**src/sv/nearest_three_point_select_unit_macros.svh**
```systemverilog
// Assertion macros for the nearest three point select unit.
// Included by the RTL files that check their own control logic.
`ifndef NEAREST_THREE_POINT_SELECT_UNIT_MACROS_SVH
`define NEAREST_THREE_POINT_SELECT_UNIT_MACROS_SVH

`ifndef SYNTHESIS

// A property that must hold at every clock edge outside reset.
`define NTPS_ASSERT(lbl, clk, rst_n, prop, msg) \
  lbl: assert property (@(posedge clk) disable iff (!rst_n) (prop)) else $error(msg);

// A condition that must never be seen at a clock edge outside reset.
`define NTPS_ASSERT_NEVER(lbl, clk, rst_n, cond, msg) \
  lbl: assert property (@(posedge clk) disable iff (!rst_n) !(cond)) else $error(msg);

`else

`define NTPS_ASSERT(lbl, clk, rst_n, prop, msg)
`define NTPS_ASSERT_NEVER(lbl, clk, rst_n, cond, msg)

`endif

`endif

```
**src/sv/ntps_pkg.sv**
```systemverilog
// Shared types and constants of the nearest three point select unit.
// No dependencies; used by the top level, the rank list and the result buffer.
`default_nettype none

package ntps_pkg;

  // Fixed field widths of the transaction payloads.
  localparam int unsigned SET_FIELD_W = 6;
  localparam int unsigned PIDX_W      = 4;
  localparam int unsigned COORD_W     = 16;
  localparam int unsigned DIST_W      = 33;
  localparam int unsigned FLOOR_W     = 16;

  // Points per set and number of kept neighbors.
  localparam int unsigned NUM_POINTS = 12;
  localparam int unsigned KEEP       = 3;

  localparam logic [PIDX_W-1:0] LAST_POINT = PIDX_W'(NUM_POINTS - 1);

  // Distance floor after reset, about 0.0001 in Q.24.
  localparam logic [FLOOR_W-1:0] FLOOR_RESET = 16'd1678;

  // Request codes.
  localparam logic REQ_LOAD  = 1'b0;
  localparam logic REQ_QUERY = 1'b1;

  typedef struct packed {
    logic                      req_type;
    logic [SET_FIELD_W-1:0]    set_index;
    logic [PIDX_W-1:0]         point_index;
    logic signed [COORD_W-1:0] coord_a;
    logic signed [COORD_W-1:0] coord_b;
  } req_t;

  typedef struct packed {
    logic [PIDX_W-1:0] ref_index;
    logic [DIST_W-1:0] distance_sq;
    logic              last;
  } rsp_t;

  // One candidate neighbor: point index and clamped squared distance.
  typedef struct packed {
    logic [PIDX_W-1:0] idx;
    logic [DIST_W-1:0] dsq;
  } cand_t;

  // Control of the rank list from the query sequencer.
  typedef struct packed {
    logic clear;
    logic ins;
  } rank_ctrl_t;

endpackage

`default_nettype wire

```
**src/sv/ntps_rank.sv**
```systemverilog
// Running list of the best candidates of one query, sorted by distance.
// Depends on ntps_pkg for the candidate type and the list length.
`default_nettype none

module ntps_rank (
  input  wire                                     clk_i,
  input  wire                                     rst_ni,
  input  ntps_pkg::rank_ctrl_t                    ctrl_i,
  input  ntps_pkg::cand_t                         cand_i,
  output ntps_pkg::cand_t [ntps_pkg::KEEP-1:0]    list_o,
  output logic            [ntps_pkg::KEEP-1:0]    list_vld_o
);

  ntps_pkg::cand_t [ntps_pkg::KEEP-1:0] list_q, list_d;
  logic            [ntps_pkg::KEEP-1:0] vld_q, vld_d;
  logic            [ntps_pkg::KEEP-1:0] le;

  // Slots whose distance is not above the new one stay put, so an
  // earlier index wins a tie. The valid slots form a prefix.
  always_comb begin
    for (int k = 0; k < int'(ntps_pkg::KEEP); k++) begin
      le[k] = vld_q[k] && (list_q[k].dsq <= cand_i.dsq);
    end
  end

  // Insert at the first slot that is not kept and shift the rest down.
  always_comb begin
    list_d = list_q;
    vld_d  = vld_q;
    if (ctrl_i.clear) begin
      vld_d = '0;
    end else if (ctrl_i.ins) begin
      if (!le[0]) begin
        list_d[0] = cand_i;
        vld_d[0]  = 1'b1;
      end
      for (int k = 1; k < int'(ntps_pkg::KEEP); k++) begin
        if (!le[k]) begin
          if (le[k-1]) begin
            list_d[k] = cand_i;
            vld_d[k]  = 1'b1;
          end else begin
            list_d[k] = list_q[k-1];
            vld_d[k]  = vld_q[k-1];
          end
        end
      end
    end
  end

  always_ff @(posedge clk_i or negedge rst_ni) begin
    if (!rst_ni) begin
      vld_q <= '0;
    end else begin
      vld_q <= vld_d;
    end
  end

  always_ff @(posedge clk_i) begin
    list_q <= list_d;
  end

  assign list_o     = list_q;
  assign list_vld_o = vld_q;

endmodule

`default_nettype wire

```
**config.mk**
```make
export PLATFORM = sky130hd
export DESIGN_NAME = ntps_rank
export DESIGN_NICKNAME = d
export VERILOG_FILES = /design/src/sv/nearest_three_point_select_unit_macros.svh /design/src/sv/ntps_pkg.sv /design/src/sv/ntps_rank.sv
export SDC_FILE = /design/constraint.sdc
export NUM_CORES = 1
export LEC_CHECK = 0
export BUFFER_PORTS_ARGS = -buffer_cell sky130_fd_sc_hd__buf_2
export CORE_MARGIN = 1
export CORE_UTILIZATION = 50
export CTS_CLUSTER_DIAMETER = 200
export DETAILED_ROUTE_END_ITERATION = 10
export PLACE_DENSITY = 0.85
export SKIP_CTS_REPAIR_TIMING = 1
export SYNTH_ARGS = -nofsm -noshare
export SYNTH_HDL_FRONTEND = slang
export SYNTH_SLANG_ARGS = --single-unit
```
**constraint.sdc**
```tcl
create_clock -name clk_i -period 3.9 [get_ports clk_i]
set_input_delay 0.78 -clock clk_i [delete_from_list [all_inputs] [get_ports clk_i]]
set_output_delay 0.78 -clock clk_i [all_outputs]
set_load 0.01 [all_outputs]
```
==> flow_summary.ini, run 1 <==
[final_layout]
nets = 815
syn_to_final_growth_pct = 22.8
drive_above_1_share_pct = 38.4
final_cell_mix = buf_2, edfxtp_1, ha_1, mux2_2, inv_1
fin_util_pct = 62.7
fin_cells = 861
n_antenna_cell = 0
layout_commonest_cell = buf_2
stdcell_area_um2 = 8310

[placed_design]
place_area_um2 = 7800
dp_slack_ps = 391
dp.cells = 832
hpwlAfterDp_um = 12700
gp_congestion = 0.917
port_buffers = 154

[sta]
hold_viol_final = 0
max-slew-margin-rel_pct = 65.2
fin_ws_ps = 778
period_share_pct = 80.0
fin_crit_ps = 3120
hold-worst-slack_ps = 153
slew_violations = 0
worst_pin_slew_ps = 517
tns_ps = 0
rsz0062_at_grt = false
max_freq_mhz = 320
final-setup-viol-count = 0
clock_skew_ps = 9.86

[route]
drc = 0
num_vias = 4867
drt_iter0_drc = 280
viasPerCell = 5.65
ant_nets = 0
drt_wl_total_um = 16500
drt_first_pass_iters = 5
wire_per_inst_um = 19.2

[cts]
cts_tree = built
cts-root-buf = clkbuf_16
htree_levels = 4
clock_latency_ps = 420
clk_pin_slew_ps = 50
clock_sinks = 114
numCtsBuffers = 17
clock_path_buffers = 2

[yosys]
synth_seq_cells = 114
yosysWarnings = 0
ys_seq_area_share_pct = 50.4
synth_cell_types = 42
ys_top_cells_by_area = edfxtp_1, ha_1, mux2_2, mux2_4, inv_1
synthFlopType = edfxtp_1
syn_nets = 638
synth_area_leader_cell = edfxtp_1
synth_top_cell_area_share_pct = 49.3
synth-edff-count = 111
syn_inst = 498
async_flop_share_pct = 2.63
syn_avg_cell_area_um2 = 13.6
synth_area_um2 = 6760

[setup_path]
critPathMostFrequentCell = nand4_1
worstPathMaxFanout = 12
crit_path_end_kind = register
critPathKind = input port to register
crit_path_max_incr_delay_ps = 400
arrival_ps = 3290
startpoint_type = input port
path_cells = buf_2 > inv_1 > ha_1 > nand4_1 > and4bb_4 > a221oi_1 > nand4_1 > o211ai_4 > buf_4 > mux2_2
required_ps = 4070
crit_slowest_cell = o211ai_4

[floorplan]
core_um2 = 13200
die_h_um = 118
ios = 155
die_area_um2 = 14000
die_w_um = 118
fp-row-count = 42
start_util_pct = 51.1

[run_status]
status = finished, final reports clean

[flow_run]
drv_cap = 0

[grt]
grt_antenna_before_repair = 0
overflow = 0
grtUsageTotal_pct = 24.7
grt_max_degree = 25
grt_pass1_wl_um = 26300
grt_pass1_vias = 5039

[worst_hold_path]
hold_path.class = input port to async pin

[power]
p_per_area_nw_per_um2 = 421
leakage_nw = 3.67
vdd_drop_max_mv = 0.292
finalPower_mw = 3.50
## worst max-delay path: cells and delay by family
kind	cells	cell delay, ps
compound gates	2	670
simple gates	3	610
fa+ha+maj	1	330
buf+inv	3	520
mux	1	360
## flip-flops by register name, indices dropped and copies added, names as in the netlist
signal	cells
list_o	111
list_vld_o	3
## path summary, 6_finish.rpt
| check | to | slack (ps) | depth (start not counted) | from |
|---|---|---|---|---|
| max in group asynchronous | list_vld_o[0] | 3640 | 1 | rst_ni |
| hold reg to reg | list_o[107] | 550 | 1 | list_o[70] |
| setup / recovery | list_o[73] | 780 | 10 | cand_i[20] |
| hold / removal | list_vld_o[2] | 150 | 1 | rst_ni |
| min in group clk_i | list_vld_o[0] | 550 | 2 | ctrl_i[1] |
| setup reg to reg | list_o[73] | 880 | 8 | list_o[18] |
## report_power, final
group	internal [mW]	total [mW]	switching (mW)	leakage, nW
Sequential	1.45	1.51	0.0579	1.07
Combinational	0.296	0.633	0.338	2.35
Clock	0.845	1.35	0.509	0.254
## cell usage after synthesis (2+ instances only)
cell type  instances
a211oi_1           5
a21o_1            12
a21oi_1           30
a221oi_1           4
a22oi_1            2
and4_1             3
buf_12             2
buf_4              3
buf_6              3
dfrtp_1            3
edfxtp_1         111
ha_1              99
inv_1             41
mux2_1             8
mux2_2            47
mux2_4            19
nand2_1           17
nand2b_1           2
nand3_1            5
nand4_1           23
nor2_1            14
nor2b_1            2
nor3_1             3
nor4_1             4
o21ai_0           18
o31a_1             2
## final cells by class
class / count / area, µm²
repair buffers: 166 / 873
multi-input cells: 335 / 3150
well taps: 176 / 220
clock buffers: 19 / 433
clock inverters: 10 / 71.3
fillers: 1032 / 4930
flip-flops and latches: 114 / 3410
inverters: 41 / 154
## cells by family after synthesis
family | after synthesis | share of synthesized area (%)
mux | 74 | 13.4
simple gates | 76 | 6.07
flops | 114 | 50.4
buf+inv | 49 | 3.70
fa+ha+maj | 99 | 18.3
compound gates | 86 | 8.16
## layer usage
metal	routed length, µm	share of wire (%)	vias to the layer above	GRT usage (%)
met1	7090	43	2364	30.3
li1	-	-	2308	-
met5	0	0	-	0
met2	8140	49	166	41.5
met4	335	2.0	0	8.89
met3	931	5.6	29	6.71
Power figures use the tool's default switching activity.
==> run 2, diff against run 1 <==
==> constraint.sdc (replaced) <==
create_clock -name clk_i -period 2.6 [get_ports clk_i]
set_input_delay 0.52 -clock clk_i [delete_from_list [all_inputs] [get_ports clk_i]]
set_output_delay 0.52 -clock clk_i [all_outputs]
set_load 0.01 [all_outputs]
==> run 2 against run 1 <==
Effect of this change: the flow now finishes with violations (setup timing); die area is the same; setup slack lost 1000 ps; sequential power grew 50%; cell count grew 14%; combinational power grew 140%; clock skew grew 2.9 ps; non-clock buffer count grew 115.
==> flow_summary.ini, run 2 (synthesis gave the netlist of run 1 again) <==
[run_status]
status = finished with violations
violations = setup timing

[floorplan]
die_area_um2 = 14000
ios = 155
fp-row-count = 42
die_h_um = 118
start_util_pct = 51.1
core_um2 = 13200
die_w_um = 118

[power]
switching_share_pct = 26.3
p_int_mw = 4.62
finalPower_mw = 6.27
clkPwrFrac_pct = 40.1
p_per_area_nw_per_um2 = 609
leakage_nw = 4.60
seqPwrFrac_pct = 36.2
vdd_drop_max_mv = 0.520
combPwrFrac_pct = 23.7
net-switching-power_mw = 1.65

[cts]
clk_pin_slew_ps = 60
clock_latency_ps = 430
clock_path_buffers = 2
cts_tree = built
htree_levels = 4
clock_sinks = 114
cts-root-buf = clkbuf_16
numCtsBuffers = 17

[route]
drt_iter0_drc = 628
drc = 0
drt_wl_total_um = 23500
wire_per_inst_um = 24.0
drt_first_pass_iters = 7
num_vias = 5919
ant_nets = 0
viasPerCell = 6.05

[final_layout]
nets = 930
layout_commonest_cell = buf_2
drive_above_1_share_pct = 55.4
fin_util_pct = 77.8
syn_to_final_growth_pct = 52.3
final_cell_mix = buf_2, edfxtp_1, buf_4, ha_1, mux2_4
largest_reg_flops = 111
stdcell_area_um2 = 10300
n_antenna_cell = 0

[setup_path]
critPathKind = register to register
crit_start = list_o[68]
r2r_start = list_o[68]
r2r_slack_ps = -240
crit_end = list_o[42]
arrival_ps = 3040
r2r_end = list_o[42]
required_ps = 2790
startpoint_type = register
worstPathMaxFanout = 10
rr_worst_depth = 12
crit_path_end_kind = register

[sta]
tns_ps = -31380
max-slew-margin-rel_pct = 66.2
rsz0062_at_grt = true
hold_viol_final = 0
clock_skew_ps = 12.7
fin_crit_ps = 2840
worst_pin_slew_ps = 502
max_freq_mhz = 352
period_share_pct = 109
slew_violations = 0
final-setup-viol-count = 185
fin_ws_ps = -244

[placed_design]
port_buffers = 154
gp_congestion = 0.868
place_area_um2 = 8740
hpwlAfterDp_um = 13800

[grt]
grt_pass1_vias = 5684
grtUsageTotal_pct = 28.0
grt_pass1_wl_um = 29500
grt_max_degree = 29
grt_antenna_before_repair = 0
overflow = 0

[worst_hold_path]
hold_path.class = input port to register

[flow_run]
drv_cap = 0
run 2: cell count changes in the layout (fill, tap and decap cells not counted), moves of 14 or more:
cell	previous run	this run
inv_1	41	20
mux2_4	19	63
inv_2	0	14
buf_4	11	95
ha_1	99	78
ha_4	0	21
mux2_2	47	11
run 2: metrics by stage:
step                      cells  worst slack (ps)  hold WS (ps)
after floorplan             498              -180           224
after global placement      911              -391           319
after detailed placement    911              -447           320
after CTS                   943              -190          -125
after global routing        979              -341           283
final                       979              -244           295
run 2: worst min path at each step:
stage	startpoint	endpoint	slack, ps	depth (start not counted)
after floorplan	rst_ni	list_vld_o[0]	220	0
after global placement	rst_ni	list_vld_o[1]	320	1
after detailed placement	rst_ni	list_vld_o[1]	320	1
after CTS	rst_ni	list_vld_o[1]	-120	1
after global routing	ctrl_i[1]	list_vld_o[0]	280	2
final	cand_i[35]	list_o[35]	300	1
run 2: power by group through the flow:
stage / Clock [mW] / Sequential, mW / Combinational [mW]
global placement: 0 / 2.29 / 1.08
detailed placement: 0 / 2.30 / 1.13
global route: 2.59 / 2.28 / 1.57
finish: 2.51 / 2.27 / 1.49
CTS: 2.50 / 2.26 / 1.16
floorplan: 0 / 2.33 / 0.616
run 2: routing by layer:
layer  routed length [µm]  GRT usage (%)
met1                 8700           33.4
met2                11500           48.1
met3                 2010           7.14
met4                 1310           11.1
met5                    0              0
run 2: worst max-delay path: stages, from the launching register on:
cell	delay, ps
edfxtp_1	470
ha_1	390
nand4_1	210
buf_4	220
nor4_4	180
buf_4	170
nand3_4	60
a31oi_4	190
buf_12	190
buf_12	140
nor2_4	40
buf_12	150
clkbuf_16	170
run 2: final cells by class:
cell class | instances | area [µm²]
clock buffers | 19 | 433
well taps | 176 | 220
multi-input cells | 335 | 3730
flip-flops and latches | 114 | 3410
repair buffers | 281 | 2140
fillers | 743 | 2940
clock inverters | 13 | 190
inverters | 41 | 181
