**src/sv/nearest_three_point_select_unit_macros.svh**
```systemverilog
// Assertion macros for the nearest three point select unit.
// Included by the RTL files that check their own control logic.
`ifndef NEAREST_THREE_POINT_SELECT_UNIT_MACROS_SVH
`define NEAREST_THREE_POINT_SELECT_UNIT_MACROS_SVH

`ifndef SYNTHESIS

// A property that must hold at every clock edge outside reset.
`define NTPS_ASSERT(lbl, clk, rst_n, prop, msg) \
  lbl: assert property (@(posedge clk) disable iff (!rst_n) (prop)) else $error(msg);

// A condition that must never be seen at a clock edge outside reset.
`define NTPS_ASSERT_NEVER(lbl, clk, rst_n, cond, msg) \
  lbl: assert property (@(posedge clk) disable iff (!rst_n) !(cond)) else $error(msg);

`else

`define NTPS_ASSERT(lbl, clk, rst_n, prop, msg)
`define NTPS_ASSERT_NEVER(lbl, clk, rst_n, cond, msg)

`endif

`endif

```
**src/sv/ntps_pkg.sv**
```systemverilog
// Shared types and constants of the nearest three point select unit.
// No dependencies; used by the top level, the rank list and the result buffer.
`default_nettype none

package ntps_pkg;

  // Fixed field widths of the transaction payloads.
  localparam int unsigned SET_FIELD_W = 6;
  localparam int unsigned PIDX_W      = 4;
  localparam int unsigned COORD_W     = 16;
  localparam int unsigned DIST_W      = 33;
  localparam int unsigned FLOOR_W     = 16;

  // Points per set and number of kept neighbors.
  localparam int unsigned NUM_POINTS = 12;
  localparam int unsigned KEEP       = 3;

  localparam logic [PIDX_W-1:0] LAST_POINT = PIDX_W'(NUM_POINTS - 1);

  // Distance floor after reset, about 0.0001 in Q.24.
  localparam logic [FLOOR_W-1:0] FLOOR_RESET = 16'd1678;

  // Request codes.
  localparam logic REQ_LOAD  = 1'b0;
  localparam logic REQ_QUERY = 1'b1;

  typedef struct packed {
    logic                      req_type;
    logic [SET_FIELD_W-1:0]    set_index;
    logic [PIDX_W-1:0]         point_index;
    logic signed [COORD_W-1:0] coord_a;
    logic signed [COORD_W-1:0] coord_b;
  } req_t;

  typedef struct packed {
    logic [PIDX_W-1:0] ref_index;
    logic [DIST_W-1:0] distance_sq;
    logic              last;
  } rsp_t;

  // One candidate neighbor: point index and clamped squared distance.
  typedef struct packed {
    logic [PIDX_W-1:0] idx;
    logic [DIST_W-1:0] dsq;
  } cand_t;

  // Control of the rank list from the query sequencer.
  typedef struct packed {
    logic clear;
    logic ins;
  } rank_ctrl_t;

endpackage

`default_nettype wire

```
**src/sv/ntps_emit.sv**
```systemverilog
// Result buffer: holds the kept neighbors of one query and sends them out
// in ascending index order through an output register. Depends on ntps_pkg.
`default_nettype none

module ntps_emit (
  input  wire                                     clk_i,
  input  wire                                     rst_ni,
  input  wire                                     load_i,
  input  ntps_pkg::cand_t [ntps_pkg::KEEP-1:0]    list_i,
  input  wire             [ntps_pkg::KEEP-1:0]    list_vld_i,
  output logic                                    free_o,
  output logic                                    out_valid_o,
  input  wire                                     out_ready_i,
  output ntps_pkg::rsp_t                          out_data_o
);

  localparam int unsigned SEL_W = (ntps_pkg::KEEP > 1) ? $clog2(ntps_pkg::KEEP) : 1;

  ntps_pkg::cand_t [ntps_pkg::KEEP-1:0] buf_q;
  logic            [ntps_pkg::KEEP-1:0] bvld_q;
  logic                                 out_vld_q;
  ntps_pkg::rsp_t                       out_q;

  logic [SEL_W-1:0]            sel;
  logic [ntps_pkg::PIDX_W-1:0] min_idx;
  logic                        found;
  logic                        any_left;
  logic                        only_one;
  logic                        take;

  // Pick the pending slot with the lowest point index.
  always_comb begin
    sel     = '0;
    min_idx = '0;
    found   = 1'b0;
    for (int k = 0; k < int'(ntps_pkg::KEEP); k++) begin
      if (bvld_q[k] && (!found || (buf_q[k].idx < min_idx))) begin
        sel     = SEL_W'(k);
        min_idx = buf_q[k].idx;
        found   = 1'b1;
      end
    end
  end

  assign any_left = |bvld_q;
  assign only_one = $onehot(bvld_q);
  assign take     = any_left && (!out_vld_q || out_ready_i);
  assign free_o   = !any_left;

  // Pending slot valid bits and the output register valid.
  always_ff @(posedge clk_i or negedge rst_ni) begin
    if (!rst_ni) begin
      bvld_q    <= '0;
      out_vld_q <= 1'b0;
    end else begin
      if (load_i) begin
        bvld_q <= list_vld_i;
      end else if (take) begin
        bvld_q[sel] <= 1'b0;
      end
      if (take) begin
        out_vld_q <= 1'b1;
      end else if (out_ready_i) begin
        out_vld_q <= 1'b0;
      end
    end
  end

  // Payload registers.
  always_ff @(posedge clk_i) begin
    if (load_i) begin
      buf_q <= list_i;
    end
    if (take) begin
      out_q.ref_index   <= buf_q[sel].idx;
      out_q.distance_sq <= buf_q[sel].dsq;
      out_q.last        <= only_one;
    end
  end

  assign out_valid_o = out_vld_q;
  assign out_data_o  = out_q;

endmodule

`default_nettype wire

```
**config.mk**
```make
export PLATFORM = sky130hd
export DESIGN_NAME = ntps_emit
export DESIGN_NICKNAME = d
export VERILOG_FILES = /design/src/sv/nearest_three_point_select_unit_macros.svh /design/src/sv/ntps_pkg.sv /design/src/sv/ntps_emit.sv
export SDC_FILE = /design/constraint.sdc
export NUM_CORES = 1
export LEC_CHECK = 0
export BUFFER_PORTS_ARGS = -buffer_cell sky130_fd_sc_hd__buf_2
export CAP_MARGIN = 20
export CORE_UTILIZATION = 36
export DETAILED_ROUTE_END_ITERATION = 6
export MAX_ROUTING_LAYER = met4
export PLACE_DENSITY = 0.69
export SLEW_MARGIN = 30
export SYNTH_ARGS = -nofsm -noshare
export SYNTH_HDL_FRONTEND = slang
export SYNTH_SLANG_ARGS = --single-unit
```
**constraint.sdc**
```tcl
create_clock -name clk_i -period 8.7 [get_ports clk_i]
set_input_delay 1.305 -clock clk_i [delete_from_list [all_inputs] [get_ports clk_i]]
set_output_delay 1.305 -clock clk_i [all_outputs]
set_load 0.05 [all_outputs]
```
==> results of run 1 <==
==> power groups by stage <==
stage                     clock, W  combinational [W]  sequential, W
after CTS                 0.000817           0.000682       0.000986
final                     0.000803           0.000681       0.000984
after global placement           0           0.000657       0.000998
after global routing      0.000848           0.000728       0.000996
after detailed placement         0           0.000680        0.00100
after floorplan                  0           0.000340        0.00117
==> worst paths after layout <==
| path | slack [ns] | depth (start not counted) | endpoint | startpoint |
|---|---|---|---|---|
| worst max-delay path | 3.53 | 13 | out_data_o[5] | bvld_q[0] |
| worst min register to register | 0.54 | 1 | out_data_o[28] | buf_q[101] |
| worst max register to register | 3.53 | 13 | out_data_o[5] | bvld_q[0] |
| max in group asynchronous | 7.90 | 1 | out_valid_o | rst_ni |
| min in group asynchronous | 0.68 | 1 | bvld_q[1] | rst_ni |
| worst min-delay path | 0.54 | 1 | out_data_o[28] | buf_q[101] |
==> through the flow <==
| stage | setup slack [ns] | total power [W] |
|---|---|---|
| global placement | 3.175 | 0.001655 |
| finish | 3.535 | 0.002468 |
| global route | 3.132 | 0.002572 |
| detailed placement | 3.411 | 0.001680 |
| CTS | 3.368 | 0.002485 |
| floorplan | 4.713 | 0.001513 |
==> worst max-delay path, stage by stage, from the launching register on <==
cell and delay [ns]:
dfrtp_1 0.63, nand2_1 0.10, ha_1 0.36, nand2_1 0.10, and3_4 0.65, o21ai_1 0.42, nand2_1 0.26, a32oi_1 0.11
ha_1 0.36, nand2_1 0.06, o21a_1 0.20, o21ai_0 0.48, or2_4 0.69, mux2_2 0.42
==> routing by layer <==
layer,wire length (um),vias to the layer above,part of all wire (%),global-route usage (%)
met5,0,-,0,-
met4,176,0,1.1,6.140
met3,1015,13,6.5,3.902
met2,7764,188,49,27.70
met1,6735,2162,43,21.31
li1,-,2098,-,-
==> cell type report <==
| class | instances | area [um^2] |
|---|---|---|
| clock buffer | 21 | 440.4 |
| clock inverter | 11 | 195.2 |
| fill | 1590 | 9781 |
| inverter | 3 | 11.26 |
| multi-input combinational | 267 | 2028 |
| sequential | 153 | 4574 |
| tap | 229 | 286.5 |
| timing repair buffer | 160 | 830.8 |
==> state kept, by name, indices dropped and copies added, names as in the netlist <==
| register | count |
|---|---|
| out_data_o | 38 |
| buf_q | 111 |
| bvld_q | 3 |
| out_valid_o | 1 |
==> cell usage in the layout (no fill, tap or decap), types with 4 or more instances in the layout <==
cell type,n
a2bb2oi_1,32
a31oi_1,5
buf_2,156
bufinv_16,5
clkbuf_1,4
clkbuf_16,17
dfrtp_1,4
edfxtp_1,149
ha_1,6
mux2_2,7
mux2_4,26
nand2_1,40
nand3_1,37
nor2_1,4
nor3_1,4
o211ai_1,33
o21a_1,4
o21ai_0,7
or3_1,33
==> logic make-up (layout without fill, tap and decap cells) <==
logic type      count (synthesis)  in the layout
buf+inv                        38            195
mux                            35             35
flops                         153            153
compound gates                 95             95
simple gates                  130            130
fa+ha+maj                       7              7
==> metrics, run 1 <==
status=finished, violations left; failing checks=DRC; combinational family with the most area after synthesis=compound AO/OA/AOI/OAI gates; crit end category=flop; WP data required=8.86 ns; Final Cell Area=around 0.0084 mm^2; # placed instances=812; multiplexer share of the synthesized area=roughly 7.3%; P_sw=0.0007740 W; remaining antenna violation count=0; ANT cells=0; initial antenna violation count=0; Area Overhead vs Synth=23.99%; Max Clk Rate=0.1936 GHz; critical-path maximum fanout=66; Max clock buf depth=2; compound-cell area share of the yosys netlist=10.94%; Slew HR=approximately 33%; fin. max-slew vios=0; Synth area leader=edfxtp_1; Final period util=59.37%; Post-CTS Repair Setup Buffers=0; Core ar.=0.01815 mm^2; full die area=0.01929 mm^2; IR drop worst, VDD=around 0.12 mV; I/O Buffers=157; mapped cell area=0.006748 mm^2; worst slew pin tran=between 0.9 and 1 ns; # H-tree levels=4; chip height=about 140 um; Mean Syn Cell Area=14.73 um^2; Setup TNS Final=0 ns; crit path DAT=roughly 5.3 ns; logic gate share of total power=between 20% and 30%; Initial Util=between 30% and 40%; Final #Nets=727; kind of critical path=reg2reg; EDFF count, synth=149; largest net degree at the start of global routing=a little under 70; Post-Synthesis Cells=458; post-cts repair resize count=0; Leakage=between 3 and 4 nW; Post-Layout Cell Count=844; Root Buffer=clkbuf_16; Synth cell types=38; WL/cell=approximately 19 um; global route total overflow=0; hold_ws=approximately 0.54 ns; RSZ-0062 raised after global routing=false; Core Rows=49; DP Wirelength=10130 um; vias in the first global route=4608; Synth Area in Adders=1.409%; DR pass1 iterations=7; HP Class=reg2reg; max-cap violation count=0; GPL Wtd Cong=0.8216; top_reg_cell synth=edfxtp_1; area share of the largest cell type after synthesis=66.31%; total track usage=17.21%; xor/xnor cell area share of the yosys netlist=0%; final wirelength=15690 um; Final Core Density=46.10%; Async SR Flop Fraction=roughly 2.6%; DR iter-0 viols=approximately 290; Final Critical Period=around 5.2 ns; hold_buf cts=0; Clock Skew=0.007215 ns; Mapped Nets=583; io pins=158; most frequent cells after synthesis=149 x edfxtp_1, 40 x nand2_1, 37 x nand3_1; count leader, synth=edfxtp_1; Clock Pin Slew Worst Setup and Hold Paths=0.07 ns; final setup violating endpoints=0; Final Hold Vio Count=0; Clock Sinks=153; pwr/cell area=295.0 mW/mm^2; Post-Synth Simple-Gate Area=9.846%; CTS Buf Count=17; Worst-Skew Late Latency=0.41 ns; Vias=around 4500; Yosys reg bits=approximately 150; layout cell share with drive strength beyond 1=between 30% and 40%; YS warnings=0; Worst setup SP type=flop; Die Wd=138.9 um; vias per cell=5.286; Cell Int Power=0.001694 W; CTS tree=yes; DR DRC count=9; Flop pwr share=39.9%; Area contributors post-synth=edfxtp_1 66%, mux2_4 5.8%, a2bb2oi_1 4.2%, o211ai_1 3.7%, or3_1 3.1%; first-pass GRT wire length=24450 um; post-synthesis sequential area ratio=about two thirds; Area after DPL=0.007726 mm^2; switch share=31.36%; Clock power frac=32.6%
No activity file was read; power rests on OpenSTA's default activity.
==> run 2, diff against run 1 <==
==> constraint.sdc (replaced) <==
create_clock -name clk_i -period 5.3 [get_ports clk_i]
set_input_delay 0.795 -clock clk_i [delete_from_list [all_inputs] [get_ports clk_i]]
set_output_delay 0.795 -clock clk_i [all_outputs]
set_load 0.05 [all_outputs]
==> metrics, run 2 (synthesized netlist as in run 1, its figures left out) <==
status=finished, violations left; failing checks=DRC; FF-to-FF End=out_data_o[7]; post-cts repair resize count=0 (unchanged); overall power=0.004155 W (+68%); CP most frequent cell=nand2_1; chip height=138.9 um (unchanged); CP Depth=14 (+1); DP Wirelength=10060 um (-0.69%); IR drop worst, VDD=0.2097 mV (+70%); Final #Nets=733 (+0.83%); CTS tree=yes; Worst setup SP type=flop; DR iter-0 viols=249 (-13%); Critical Path Sink=out_data_o[7]; Critical path origin=bvld_q[0]; vias per cell=5.249 (-0.70%); FF-to-FF path depth=14 (+1); Root Buffer=clkbuf_16; Setup TNS Final=0 ns (unchanged); pwr/cell area=490.6 mW/mm^2 (+66%); Clock Pin Slew Worst Setup and Hold Paths=0.06 ns (about the same); global route total overflow=0 (unchanged); Final Critical Period=4.584 ns (-0.5811 ns); fin. max-slew vios=0 (unchanged); layout cell share with drive strength beyond 1=37.90% (+0.67 points); Max clock buf depth=2 (unchanged); Final period util=86.49% (+27 points); DR pass1 iterations=7 (unchanged); WP data required=5.46 ns (-3.40 ns); CP Cell Sequence=nand2_1, ha_1, nand2_1, and3_2, o21ai_1, nand2_1, a32oi_1, ha_1, a21oi_1, o21a_1, o21ai_0, or2_2, buf_4, mux2_2; GPL Wtd Cong=0.8176 (-0.49%); Largest Register=buf_q; largest net degree at the start of global routing=78 (+15%); Max stage delay on crit path=0.64 ns (-0.05 ns); Slew HR=52.11% (+19 points); critical-path maximum fanout=17 (-74%); Final Core Density=46.67% (+0.57 points); RSZ-0062 raised after global routing=false; hold_buf cts=0 (unchanged); Worst path slowest cell=dfrtp_1; final setup violating endpoints=0 (unchanged); max-cap violation count=0 (unchanged); Post-CTS Repair Setup Buffers=0 (unchanged); Max Clk Rate=0.2181 GHz (+13%); crit end category=flop; full die area=0.01929 mm^2 (unchanged); Worst-Skew Late Latency=0.42 ns (about the same); I/O Buffers=157 (unchanged); commonest non-fill, non-tap cell in the layout=buf_2; kind of critical path=reg2reg; io pins=158 (unchanged); reg2reg start=bvld_q[0]; vias in the first global route=4663 (+1.2%); Die Wd=138.9 um (unchanged); Vias=4456 (-0.11%); remaining antenna violation count=0 (unchanged); most frequent cells in the layout=156 x buf_2, 149 x edfxtp_1, 40 x nand2_1; hold_ws=0.1754 ns (-0.3674 ns); initial antenna violation count=0 (unchanged); Area Overhead vs Synth=25.51%; CTS Buf Count=17 (unchanged); ANT cells=0 (unchanged); crit path DAT=4.75 ns (-0.57 ns); worst slew pin tran=0.7184 ns (-0.2777 ns); final wirelength=15280 um (-2.6%); Leakage=3.382 nW (+1.9%); Core Rows=49 (unchanged); max FFs per register=111 (unchanged); Final Hold Vio Count=0 (unchanged); r2r setup slk=0.72 ns (-2.82 ns); CP delay by family, top=compound AO/OA/AOI/OAI gates; Core ar.=0.01815 mm^2 (unchanged); Initial Util=37.18% (unchanged); multi-input logic area=0.002017 mm^2 (-0.56%); DR DRC count=9 (unchanged); # H-tree levels=4 (unchanged); first-pass GRT wire length=24450 um (unchanged); Buf+Inv Stages, Crit Path=1 (+1); Clock Sinks=153 (unchanged); Reg area=0.004574 mm^2 (unchanged); total track usage=17.08% (-0.13 points); WL/cell=17.99 um (-3.2%); HP Class=in2async; Clock Skew=0.01520 ns (+0.007989 ns); Layout fillers=1592 (+0.13%)
[run 2: layout make-up]
| class | instances | area share [%] |
|---|---|---|
| clock buffers | 20 | 5.156 |
| inverters | 3 | 0.1330 |
| well taps | 229 | 3.383 |
| flip-flops and latches | 153 | 54.01 |
| multi-input cells | 267 | 23.81 |
| repair buffers | 166 | 10.62 |
| clock inverters | 11 | 2.881 |
[run 2: worst min-delay path by stage]
stage,from,endpoint,slack [ns],cells after the start
6_report,rst_ni,out_valid_o,0.18,1
5_1_grt,rst_ni,out_valid_o,0.15,1
4_1_cts,rst_ni,out_valid_o,0.14,1
3_5_place_dp,buf_q[78],out_data_o[5],0.53,1
3_3_place_gp,buf_q[80],out_data_o[7],0.53,1
2_1_floorplan,rst_ni,bvld_q[0],0.50,0
[run 2: power breakdown]
part / total, W / internal (W) / switching (W)
clock: 0.00141 / 0.000932 / 0.000475
sequential: 0.00162 / 0.00155 / 0.0000713
combinational: 0.00113 / 0.000411 / 0.000719
[run 2: metal layers]
| layer | track usage, % | part of all wire, % |
|---|---|---|
| met1 | 20.76 | 43 |
| met2 | 27.54 | 49 |
| met3 | 4.489 | 6.0 |
| met4 | 5.906 | 1.4 |
| met5 | - | 0 |
[run 2: stage by stage]
step                worst slack, ns  area (um^2)  instances
floorplan                     1.313         6748        458
global placement             0.9924         7730        816
detailed placement           0.7337         7757        817
CTS                          0.7340         8438        848
global route                 0.3287         8469        849
finish                       0.7158         8469        849
==> run 3, diff against run 2 <==
--- a/config.mk
+++ b/config.mk
@@ -11,6 +11,7 @@
 export DETAILED_ROUTE_END_ITERATION = 6
 export MAX_ROUTING_LAYER = met4
 export PLACE_DENSITY = 0.69
+export RECOVER_POWER = 50
 export SLEW_MARGIN = 30
 export SYNTH_ARGS = -nofsm -noshare
 export SYNTH_HDL_FRONTEND = slang
==> constraint.sdc (replaced) <==
create_clock -name clk_i -period 5.3 [get_ports clk_i]
set_input_delay 0.795 -clock clk_i [delete_from_list [all_inputs] [get_ports clk_i]]
set_output_delay 0.795 -clock clk_i [all_outputs]
set_load 0.1 [all_outputs]
==> metrics, run 3 (synthesized netlist as in run 1, its figures left out) <==
Leakage=3.361 nW (-0.63%); total track usage=17.08% (unchanged); DP Wirelength=10060 um (unchanged); kind of critical path=reg2reg; final setup violating endpoints=0 (unchanged); max-cap violation count=1 (+1); Setup TNS Final=0 ns (unchanged); Area Overhead vs Synth=25.29%; Clock Pin Slew Worst Setup and Hold Paths=0.06 ns (about the same); post-cts repair resize count=0 (unchanged); overall power=0.004484 W (+7.9%); # H-tree levels=4 (unchanged); Clock Skew=0.01545 ns (+0.0002458 ns); Core Rows=49 (unchanged); Largest Register=buf_q; Final period util=86.18% (-0.32 points); initial antenna violation count=0 (unchanged); HP Class=in2async; GPL Wtd Cong=0.8176 (unchanged); Core ar.=0.01815 mm^2 (unchanged); hold_buf cts=0 (unchanged); global route total overflow=0 (unchanged); Max clock buf depth=2 (unchanged); Post-Layout Cell Count=849 (unchanged); Slew HR=-179.6% (-230 points); Worst setup SP type=flop; Max Clk Rate=0.2189 GHz (+0.37%); I/O Buffers=157 (unchanged); IR drop worst, VDD=0.2409 mV (+15%); vias per cell=5.258 (+0.18%); Post-CTS Repair Setup Buffers=0 (unchanged); vias in the first global route=4663 (unchanged); full die area=0.01929 mm^2 (unchanged); failing checks=DRC, capacitance limit, slew limit; DR iter-0 viols=256 (+2.8%); Vias=4464 (+0.18%); Final Critical Period=4.567 ns (-0.01687 ns); fin. max-slew vios=78 (+78); remaining antenna violation count=0 (unchanged); Initial Util=37.18% (unchanged); first-pass GRT wire length=24450 um (unchanged); commonest non-fill, non-tap cell in the layout=buf_2; CTS Buf Count=17 (unchanged); Final #Nets=733 (unchanged); WP data required=5.46 ns (about the same); WL/cell=18.07 um (+0.43%); critical-path maximum fanout=17 (unchanged); # placed instances=817 (unchanged); crit end category=flop; Worst-Skew Late Latency=0.42 ns (about the same); DR pass1 iterations=7 (unchanged); Root Buffer=clkbuf_16; largest net degree at the start of global routing=78 (unchanged); Layout fillers=1597 (+0.31%); layout cell share with drive strength beyond 1=36.77% (-1.1 points); Die Wd=138.9 um (unchanged); final wirelength=15340 um (+0.43%); Clock Sinks=153 (unchanged); chip height=138.9 um (unchanged); DR DRC count=9 (unchanged); io pins=158 (unchanged); RSZ-0062 raised after global routing=false; CTS tree=yes; ANT cells=0 (unchanged); max FFs per register=111 (unchanged); most frequent cells in the layout=150 x buf_2, 149 x edfxtp_1, 40 x nand2_1; crit path DAT=4.73 ns (-0.02 ns); pwr/cell area=530.4 mW/mm^2 (+8.1%); worst slew pin tran=4.194 ns (+3.476 ns); status=finished, violations left; Final Hold Vio Count=0 (unchanged)
-- run 3: cell count changes in the layout (fill, tap and decap cells not counted), sizes merged --
cell,previous run,this run
buf,166,159
clkbuf,20,27
-- run 3: power breakdown --
part	leakage [nW]	internal (W)	total [W]	switching, W
clock	0.330	0.000932	0.00141	0.000477
combinational	1.53	0.000409	0.00145	0.00105
sequential	1.50	0.00155	0.00162	0.0000712
-- run 3: critical path, stage by stage (launching register included) --
cell     delay (ns)
dfrtp_1        0.64
nand2_1        0.12
ha_1           0.35
nand2_1        0.08
and3_2         0.22
o21ai_1        0.35
nand2_1        0.23
a32oi_1        0.20
ha_1           0.20
a21oi_1        0.05
o21a_1         0.21
o21ai_0        0.42
or2_2          0.54
buf_4          0.33
mux2_2         0.36
-- run 3: routing by layer --
layer | vias to the layer above | track usage [%] | share of wire, %
met5 | - | - | 0
met4 | 0 | 5.906 | 1.4
met3 | 19 | 4.489 | 6.0
met2 | 160 | 27.54 | 50
met1 | 2172 | 20.76 | 43
li1 | 2113 | - | -
-- run 3: final cells by class --
cell class              count  area [um^2]  share of cell area [%]
repair buffers            166        884.6                   10.46
clock inverters            11        244.0                   2.886
inverters                   3        11.26                  0.1332
well taps                 229        286.5                   3.389
clock buffers              20        436.7                   5.165
flip-flops and latches    153         4574                   54.11
multi-input cells         267         2017                   23.86
-- run 3: final timing paths --
kind	cells past startpoint	slack, ns	to	startpoint
hold reg to reg	1	0.54	out_data_o[9]	buf_q[82]
setup reg to reg	14	0.73	out_data_o[7]	bvld_q[0]
hold / removal	1	0.20	out_valid_o	rst_ni
min in group clk_i	1	0.54	buf_q[33]	list_i[33]
setup / recovery	14	0.73	out_data_o[7]	bvld_q[0]
max in group asynchronous	1	4.91	bvld_q[0]	rst_ni
-- run 3: per-stage QoR --
stage	hold slack, ns	area, um^2	utilization (%)	setup WS (ns)
3_3_place_gp	0.5275	7730	42.60	0.9924
5_1_grt	0.1886	8454	46.59	0.3287
3_5_place_dp	0.5344	7757	42.75	0.7337
6_report	0.2004	8454	46.59	0.7327
4_1_cts	0.1443	8438	46.50	0.7340
2_1_floorplan	0.4994	6748	-	1.313
